[config.mk]
export PLATFORM = sky130hd
export DESIGN_NAME = cpm_ctrl
export DESIGN_NICKNAME = d
export VERILOG_FILES = /design/src/rtl/cpm_pkg.sv /design/src/rtl/cpm_ctrl.sv
export SDC_FILE = /design/constraint.sdc
export NUM_CORES = 1
export LEC_CHECK = 0
export BUFFER_PORTS_ARGS = -buffer_cell sky130_fd_sc_hd__buf_2
export CAP_MARGIN = 25
export CORE_AREA = 2 2 39 41
export DETAILED_ROUTE_END_ITERATION = 8
export DIE_AREA = 0 0 41 43
export PLACE_DENSITY_LB_ADDON = 0.05
export SYNTH_ARGS = -nofsm -noshare
export SYNTH_HDL_FRONTEND = slang
export SYNTH_SLANG_ARGS = --single-unit
[constraint.sdc]
create_clock -name clk -period 1.55 [get_ports clk]
set_input_delay 0.31 -clock clk [delete_from_list [all_inputs] [get_ports clk]]
set_output_delay 0.31 -clock clk [all_outputs]
set_load 0.02 [all_outputs]
[src/rtl/cpm_pkg.sv]
package cpm_pkg;

    localparam int MAX_POINTS = 1024;
    localparam int COORD_BITS = 16;

    localparam int ADDR_W  = $clog2(MAX_POINTS);
    localparam int CNT_W   = $clog2(MAX_POINTS + 1);
    localparam int DIST_W  = COORD_BITS + 1;
    localparam int POINT_W = 2 * COORD_BITS;

    typedef enum logic [2:0] {
        S_IDLE,
        S_CHECK,
        S_RD_A,
        S_CAP_A,
        S_SCAN,
        S_FLUSH1,
        S_FLUSH2,
        S_PUBLISH
    } cpm_state_t;

    // controller to datapath
    typedef struct packed {
        logic load;       // store the incoming point
        logic row_init;   // i <= 0
        logic row_next;   // i <= i + 1
        logic rd_a;       // read entry i
        logic cap_a;      // capture entry i as point a
        logic col_init;   // j <= 0
        logic scan;       // read entry j, advance j
        logic publish;    // move best pair to the output register, clear search
    } cpm_cmd_t;

    // datapath to controller
    typedef struct packed {
        logic few_points; // fewer than two points stored
        logic row_last;   // i is the last stored entry
        logic col_last;   // j is the last stored entry
        logic out_full;   // output register holds an untaken result
    } cpm_sts_t;

endpackage

[src/rtl/cpm_ctrl.sv]
module cpm_ctrl (
    input  logic              clk,
    input  logic              rst_n,
    input  logic              in_valid,
    input  logic              in_last,
    input  logic              out_ready,
    output logic              in_ready,
    output cpm_pkg::cpm_cmd_t cmd,
    input  cpm_pkg::cpm_sts_t sts
);
    import cpm_pkg::*;

    cpm_state_t state_reg;
    cpm_state_t state_next;

    always_ff @(posedge clk or negedge rst_n)
    begin
        if (!rst_n)
        begin
            state_reg <= S_IDLE;
        end
        else
        begin
            state_reg <= state_next;
        end
    end

    always_comb
    begin
        state_next = state_reg;
        cmd        = '0;
        in_ready   = 1'b0;
        unique case (state_reg)
            S_IDLE:
            begin
                in_ready = 1'b1;
                if (in_valid)
                begin
                    cmd.load = 1'b1;
                    if (in_last)
                    begin
                        state_next = S_CHECK;
                    end
                end
            end
            S_CHECK:
            begin
                if (sts.few_points)
                begin
                    state_next = S_PUBLISH;
                end
                else
                begin
                    cmd.row_init = 1'b1;
                    state_next   = S_RD_A;
                end
            end
            S_RD_A:
            begin
                cmd.rd_a   = 1'b1;
                state_next = S_CAP_A;
            end
            S_CAP_A:
            begin
                cmd.cap_a    = 1'b1;
                cmd.col_init = 1'b1;
                state_next   = S_SCAN;
            end
            S_SCAN:
            begin
                cmd.scan = 1'b1;
                if (sts.col_last)
                begin
                    if (sts.row_last)
                    begin
                        state_next = S_FLUSH1;
                    end
                    else
                    begin
                        cmd.row_next = 1'b1;
                        state_next   = S_RD_A;
                    end
                end
            end
            S_FLUSH1:
            begin
                state_next = S_FLUSH2;
            end
            S_FLUSH2:
            begin
                state_next = S_PUBLISH;
            end
            S_PUBLISH:
            begin
                if (!sts.out_full || out_ready)
                begin
                    cmd.publish = 1'b1;
                    state_next  = S_IDLE;
                end
            end
            default:
            begin
                state_next = S_IDLE;
            end
        endcase
    end

endmodule

## Yosys cells after proc, flatten, opt, wreduce, memory -nomap -nowiden

Cells that the tools add are included.
Widths: inputs -> output; s select.

| word-level totals | value |
|---|---|
| flip-flop bits (word level) | 3 |
| input port bits | 9 |
| output and inout bits | 9 |

| cells by class | value |
|---|---|
| equality and inequality tests | 11 |
| multiplexer cells | 20 |
| reductions and logical operators | 4 |

Operator list:

| operator | number |
|---|---|
| $pmux 3 s8 | 1 |
| $mux 3 | 6 |
| $eq 3x3->1 const B | 4 |
| $mux 1 | 12 |
| $ne 2x2->1 const B | 4 |
| $eq 3x2->1 const B | 2 |
| $reduce_and 4->1 | 1 |
| $eq 3x1->1 const B | 1 |
| $logic_not 3->1 | 1 |
| $mux 2 | 1 |
| $logic_not 1->1 | 1 |
| $logic_or 1x1->1 | 1 |

## Depth between registers and ports, before layout

Gate-level depths: netlist of run 1.

| logic depth | value |
|---|---|
| word-level depth | 4 |
| gate-level depth with buffers | 4 |
| depth with buffers taken out | 3 |

## Worst setup path after synthesis of run 1

Ideal clock, no wire load.

| path | value |
|---|---|
| path type | flip-flop to output port |
| start point | register state_reg[0] |
| end point | output port cmd[7] (netlist bit) |
| data arrival time | 1366 ps |
| required time | 1240 ps |
| setup slack | -126 ps |
| cell stages (with the launch flop) | 4 |
| buffers on the path | 1 |
| cells stage by stage | dfrtp_1 -> buf_6 -> nor3_1 -> and2_1 |

RTL lines:

| what | RTL line | RTL |
|---|---|---|
| start: declaration | cpm_ctrl.sv:13 | `cpm_state_t state_reg;` |
| start signal: assignment | cpm_ctrl.sv:24 | `state_reg <= state_next;` |
| end: declaration | cpm_ctrl.sv:8 | `output cpm_pkg::cpm_cmd_t cmd,` |

## Worst setup path after layout of run 1

| path | value |
|---|---|
| start point | register state_reg[2] |
| end point | register state_reg[2] |

| on the way | value |
|---|---|
| cells in the longest elaborated chain, start to end | 3 |

RTL lines:

| what | RTL line | RTL |
|---|---|---|
| $eq 3x3->1 or $logic_not 3->1 (tied branches) | cpm_ctrl.sv:33 | `unique case (state_reg)` |
| $ne 2x2->1 (no line) | n/a |  |
| $reduce_and 4->1 (no line) | n/a |  |

Parallel ways exist; a longest one is shown, timed or not.
A chain may end at the register's enable or synchronous reset.

==> reports/results.ini, run 1 <==
[layout]
diodes = 0
areaGrowthSynthToFinish_pct = 68.03
largest_register_ffs = 3
nNetsFinal = 69
drive_above_1_share = 0.6102

[cts]
cts_sinks = 3
clk_latency_ns = 0.23
root_buffer = clkbuf_4
htreeDepth = 1
clk_path_buf_depth = 2
clk_pin_slew_ns = 0.04
cts_buffers = 3
cts_tree = built

[min_path]
hp-class = in -> async

[setup_path]
startpoint_type = register
r2r_setup_slack_ns = 0.05
crit_path_start = state_reg[2]
arrival_ns = 1.61
path_max_fanout = 6
path_cells = clkbuf_2 > nand3b_1 > a32oi_1 > mux2_1
max_stage_delay_ns = 0.46
end_kind = register
worstPathRequired_ns = 1.66
crit_type = reg -> reg
crit_slowest_cell = dfrtp_2
r2r_start = state_reg[2]

[logic_synthesis]
synth-async-reset-ratio = 1.000
ys_warn_count = 0
ys_seq_area_frac = 0.2459
syn-num-nets = 44
synth_cell_type_count = 21
synthFlopType = dfrtp_1
syn_area_um2 = 305.3
synth_cells = 35
synth_commonest_cells = and2_1, dfrtp_1, nand2_1, nor3_1
ys_ff_latch = 3
synth_edf_count = 0
synth_top_cells_by_area = dfrtp_1, buf_6, nor2_8, and2_1, a22o_1
avgSynthCellArea_um2 = 8.723
synth_top_area_share = 0.2459
synth_top_area_cell = dfrtp_1

[placement]
port_buffers = 17
dpl.hpwl_um = 583.5
routabilityCongestion = 0.8250

[global_route]
grt_util_met1 = 0.1323
antenna_found_initial = 0
track_usage = 0.1015
use_met2 = 0.1406
grt_max_degree = 13
overflow = 0
met3_usage = 0.01571
gr-max-usage-layer = met2
grt_pass1_vias = 305
grt_pass1_wl_mm = 1.200

[die]
core_area_mm2 = 0.001384
pin_count = 18
num_rows = 14
start_util = 0.2206
fp.dieH_um = 43
die_area_mm2 = 0.001763
die_w_um = 41

[drt]
post_drt_wl_per_cell_um = 11.09
drtIter0Drc = 3
route.detailed.drc = 0
drt_pass1_iterations = 3
vias_per_cell = 4.493
vias = 337
ant_nets = 0
wl_um = 832

[power_and_ir_drop]
p_per_area_mw_per_mm2 = 2097
finalPower_w = 0.001076
p_leak_nw = 0.2538
max-vdd-ir-drop_uv = 563.8

[sta]
whs_ns = 0.4041
relSlewSlack = 0.8587
final.period_utilization = 0.9707
rsz0062_at_grt = yes
finClkSkew_ns = 0.002210
setup_viol = 0
maxSlewViolCount = 0
period_needed_ns = 1.505
final_hold_viol_count = 0
fmax_mhz = 664.6
tightestPinTransition_ns = 0.2098

[status]
outcome = finished, final reports clean

[job]
maxCapViolations = 0

## per-stage QoR
step	cell area, um2	util	std cells	TNS [ns]	worst slack (ns)
after floorplan	310.3	-	35	0	0.08343
after global placement	395.4	0.2857	66	0	0.1183
after detailed placement	395.4	0.2857	66	0	0.1322
after CTS	451.7	0.3264	72	-0.008429	-0.008429
after global routing	513.0	0.3707	75	-0.01215	-0.008916
final	513.0	0.3707	75	0	0.04543
## power breakdown
group / internal, W / switching (W) / leakage [nW] / total [W]
Clock: 0.0000962 / 0.0000371 / 0.0150 / 0.000133
Combinational: 0.000373 / 0.000358 / 0.206 / 0.000731
Sequential: 0.000127 / 0.0000843 / 0.0328 / 0.000211
Total: 0.000596 / 0.000480 / 0.254 / 0.00108
## worst max-delay path, delay by kind of cell (launching register included)
kind,cells,cell delay (ns)
multiplexers,1,0.34
buffers and inverters,1,0.17
AND/OR/NAND/NOR,1,0.20
flip-flops,1,0.46
AO/OA/AOI/OAI,1,0.21
## layout make-up
| class | count | area (um2) |
|---|---|---|
| fill | 153 | 870.8 |
| multi-input combinational | 26 | 216.5 |
| timing repair buffer | 24 | 165.2 |
| sequential | 3 | 77.57 |
| clock buffer | 4 | 26.28 |
| tap | 16 | 20.02 |
| inverter | 2 | 7.507 |
## layout by cell type (no fill, tap or decap), drive strengths merged
cell and n:
nand3b 2, and2b 1, and3 1, and2 3
nor2 2, o21ai 2, buf 22, a32oi 2
a22o 2, inv 2, o21bai 1, nor3b 1
dlygate4sd3 1, dfrtp 3, nand2 3, nor2b 1
clkbuf 5, a211oi 1, mux2 1, nor3 3
## layer usage
layer	vias to the layer above	wire length (um)
li1	171	-
met1	152	387
met2	12	392
met3	2	37
met4	0	14
met5	-	0
## cell families (layout without fill, tap and decap cells)
| logic type | count (synthesis) | count (layout) | share of synthesized area |
|---|---|---|---|
| compound gates | 8 | 8 | 0.1968 |
| mux | 1 | 1 | 0.03688 |
| simple gates | 17 | 17 | 0.3811 |
| flops | 3 | 3 | 0.2459 |
| buf+inv | 6 | 30 | 0.1393 |
## worst paths after layout
kind | cells past startpoint | end
setup reg to reg | 4 | state_reg[2]
setup / recovery | 4 | state_reg[2]
min in group clk | 4 | state_reg[1]
hold reg to reg | 3 | state_reg[1]
max in group asynchronous | 2 | state_reg[2]
hold / removal | 2 | state_reg[1]
## repair_timing
| item | 4_1_cts | 5_1_grt |
|---|---|---|
| resized for setup | 5 | 12 |
| pin swaps | 0 | 2 |
| setup buffers | 1 | 3 |
| endpoints found under the setup margin | 5 | 6 |
| hold endpoints to repair | 3 | 0 |
| hold buffers | 1 | 0 |
| cloned | 0 | 0 |
No activity file was read; power rests on OpenSTA's default activity.
==> run 2: changes to the inputs <==
--- a/config.mk
+++ b/config.mk
@@ -10,7 +10,7 @@
 export CORE_AREA = 2 2 39 41
 export DETAILED_ROUTE_END_ITERATION = 8
 export DIE_AREA = 0 0 41 43
-export PLACE_DENSITY_LB_ADDON = 0.05
+export PLACE_DENSITY = 0.45
 export SYNTH_ARGS = -nofsm -noshare
 export SYNTH_HDL_FRONTEND = slang
 export SYNTH_SLANG_ARGS = --single-unit
==> run 2 against run 1 <==
Net effect: clock skew grew 0.0071 ns; first-iteration DRC count grew 130%; non-clock buffer count grew 2; maximum frequency is essentially flat; clock-buffer cell count is the same; total power grew 4.1%; cell count grew 2.7%; sequential share of layout area shrank 0.37 points; core utilization grew 1.5 points; wire length grew 5.2%.
==> reports/results.ini, run 2 (same netlist as run 1, synthesis figures left out) <==
[status]
outcome = finished, final reports clean

[global_route]
track_usage = 0.1097
antenna_found_initial = 0
overflow = 0
grt_pass1_vias = 304
grt_max_degree = 13
grt_pass1_wl_mm = 1.262

[layout]
n_fill_cell = 141
areaGrowthSynthToFinish_pct = 75.00
final_util = 0.3861
diodes = 0
drive_above_1_share = 0.6557
nNetsFinal = 71
layout_common_cells = buf_2, buf_4, buf_6
final_cells = 77
layout.cells.most_common = buf_2
largest_register_ffs = 3
fin_area_um2 = 534.3

[setup_path]
crit_path_start = state_reg[1]
path_max_fanout = 6
endpoint = cmd[1]
worstPathRequired_ns = 1.24
r2r_setup_slack_ns = 0.06
crit_type = reg -> out
ff2ff_path_depth = 4
end_kind = primary output
rr_endpoint = state_reg[2]
arrival_ns = 1.19
r2r_start = state_reg[2]
startpoint_type = register

[drt]
route.detailed.drc = 0
ant_nets = 0
vias_per_cell = 4.597
vias = 354
drtIter0Drc = 7
post_drt_wl_per_cell_um = 11.36
wl_um = 875
drt_pass1_iterations = 4

[placement]
routabilityCongestion = 0.7776
dpl_cell_area_um2 = 395.4
port_buffers = 17
place_inst = 66

[power_and_ir_drop]
switching_share = 0.4374
p_clk_frac = 0.131
p_switching_w = 0.0004898
p_leak_nw = 0.2650
pwr-share-seq = 0.193
p_comb_frac = 0.676
p_int_w = 0.0006299
finalPower_w = 0.001120
p_per_area_mw_per_mm2 = 2096
max-vdd-ir-drop_uv = 525.9

[sta]
maxSlewViolCount = 0
relSlewSlack = 0.8496
setup_viol = 0
fmax_mhz = 664.8
period_needed_ns = 1.504
tightestPinTransition_ns = 0.2243
final_hold_viol_count = 0
final.period_utilization = 0.9704
finClkSkew_ns = 0.009356
rsz0062_at_grt = yes

[die]
num_rows = 14
pin_count = 18
core_area_mm2 = 0.001384
die_area_mm2 = 0.001763
die_w_um = 41
start_util = 0.2206
fp.dieH_um = 43

[cts]
htreeDepth = 1
root_buffer = clkbuf_4
clk_path_buf_depth = 2
clk_pin_slew_ns = 0.04
cts_buffers = 3
cts_sinks = 3
cts_tree = built
clk_latency_ns = 0.25

[job]
maxCapViolations = 0

[min_path]
hp-class = in -> async

-- run 2: cell types whose count changed in the layout (fill, tap and decap cells not counted), sizes merged --
cell / previous run / this run
buf: 22 / 25
clkbuf: 5 / 4
-- run 2: worst min path at each step --
| stage | to | cells after the start | startpoint | slack (ns) |
|---|---|---|---|---|
| finish | state_reg[1] | 2 | rst_n | 0.39 |
| global route | state_reg[1] | 2 | rst_n | 0.41 |
| CTS | state_reg[2] | 2 | rst_n | 0.40 |
| detailed placement | state_reg[2] | 1 | rst_n | 0.11 |
| global placement | state_reg[2] | 1 | rst_n | 0.11 |
| floorplan | state_reg[0] | 0 | rst_n | 0.01 |
-- run 2: what timing repair did --
| action | CTS | global route |
|---|---|---|
| pin swaps | 0 | 3 |
| hold buffers | 1 | 0 |
| resized for setup | 6 | 13 |
| cloned | 0 | 0 |
| hold endpoints to repair | 3 | 0 |
| setup buffers | 3 | 3 |
| endpoints found under the setup margin | 5 | 5 |
-- run 2: critical path, stage by stage (launching register included) --
cell and delay (ns):
dfrtp_2 0.45, buf_6 0.16, nor2_8 0.09, and2_4 0.14, buf_6 0.10
-- run 2: area by class of cell --
type                       count  area [um2]  share of cell area
clock buffer                   4       26.28             0.04918
tap                           16       20.02             0.03747
sequential                     3       78.83              0.1475
inverter                       2       7.507             0.01405
timing repair buffer          26       181.4              0.3396
multi-input combinational     26       220.2              0.4122
-- run 2: power groups by stage --
stage | registers [W] | clock network [W] | logic [W]
finish | 0.000216 | 0.000146 | 0.000757
global route | 0.000227 | 0.000164 | 0.000826
CTS | 0.000222 | 0.000148 | 0.000610
detailed placement | 0.000219 | 0 | 0.000528
floorplan | 0.000138 | 0 | 0.000512
global placement | 0.000219 | 0 | 0.000533
-- run 2: per-stage QoR --
step / hold slack, ns / setup TNS, ns / setup slack, ns
detailed placement: 0.1068 / 0 / 0.1382
global placement: 0.1090 / 0 / 0.1701
floorplan: 0.01441 / 0 / 0.08343
CTS: 0.3953 / -0.002277 / -0.002277
global route: 0.4082 / -0.04633 / -0.02660
finish: 0.3874 / 0 / 0.04590
-- run 2: layer usage --
layer,share of wire,GRT usage,wire [um],vias up
met4,0.032,0.1000,28,0
met3,0.074,0.01571,65,3
met1,0.41,0.1392,356,159
met2,0.49,0.1500,425,16
met5,0,0,0,-
li1,-,-,-,176
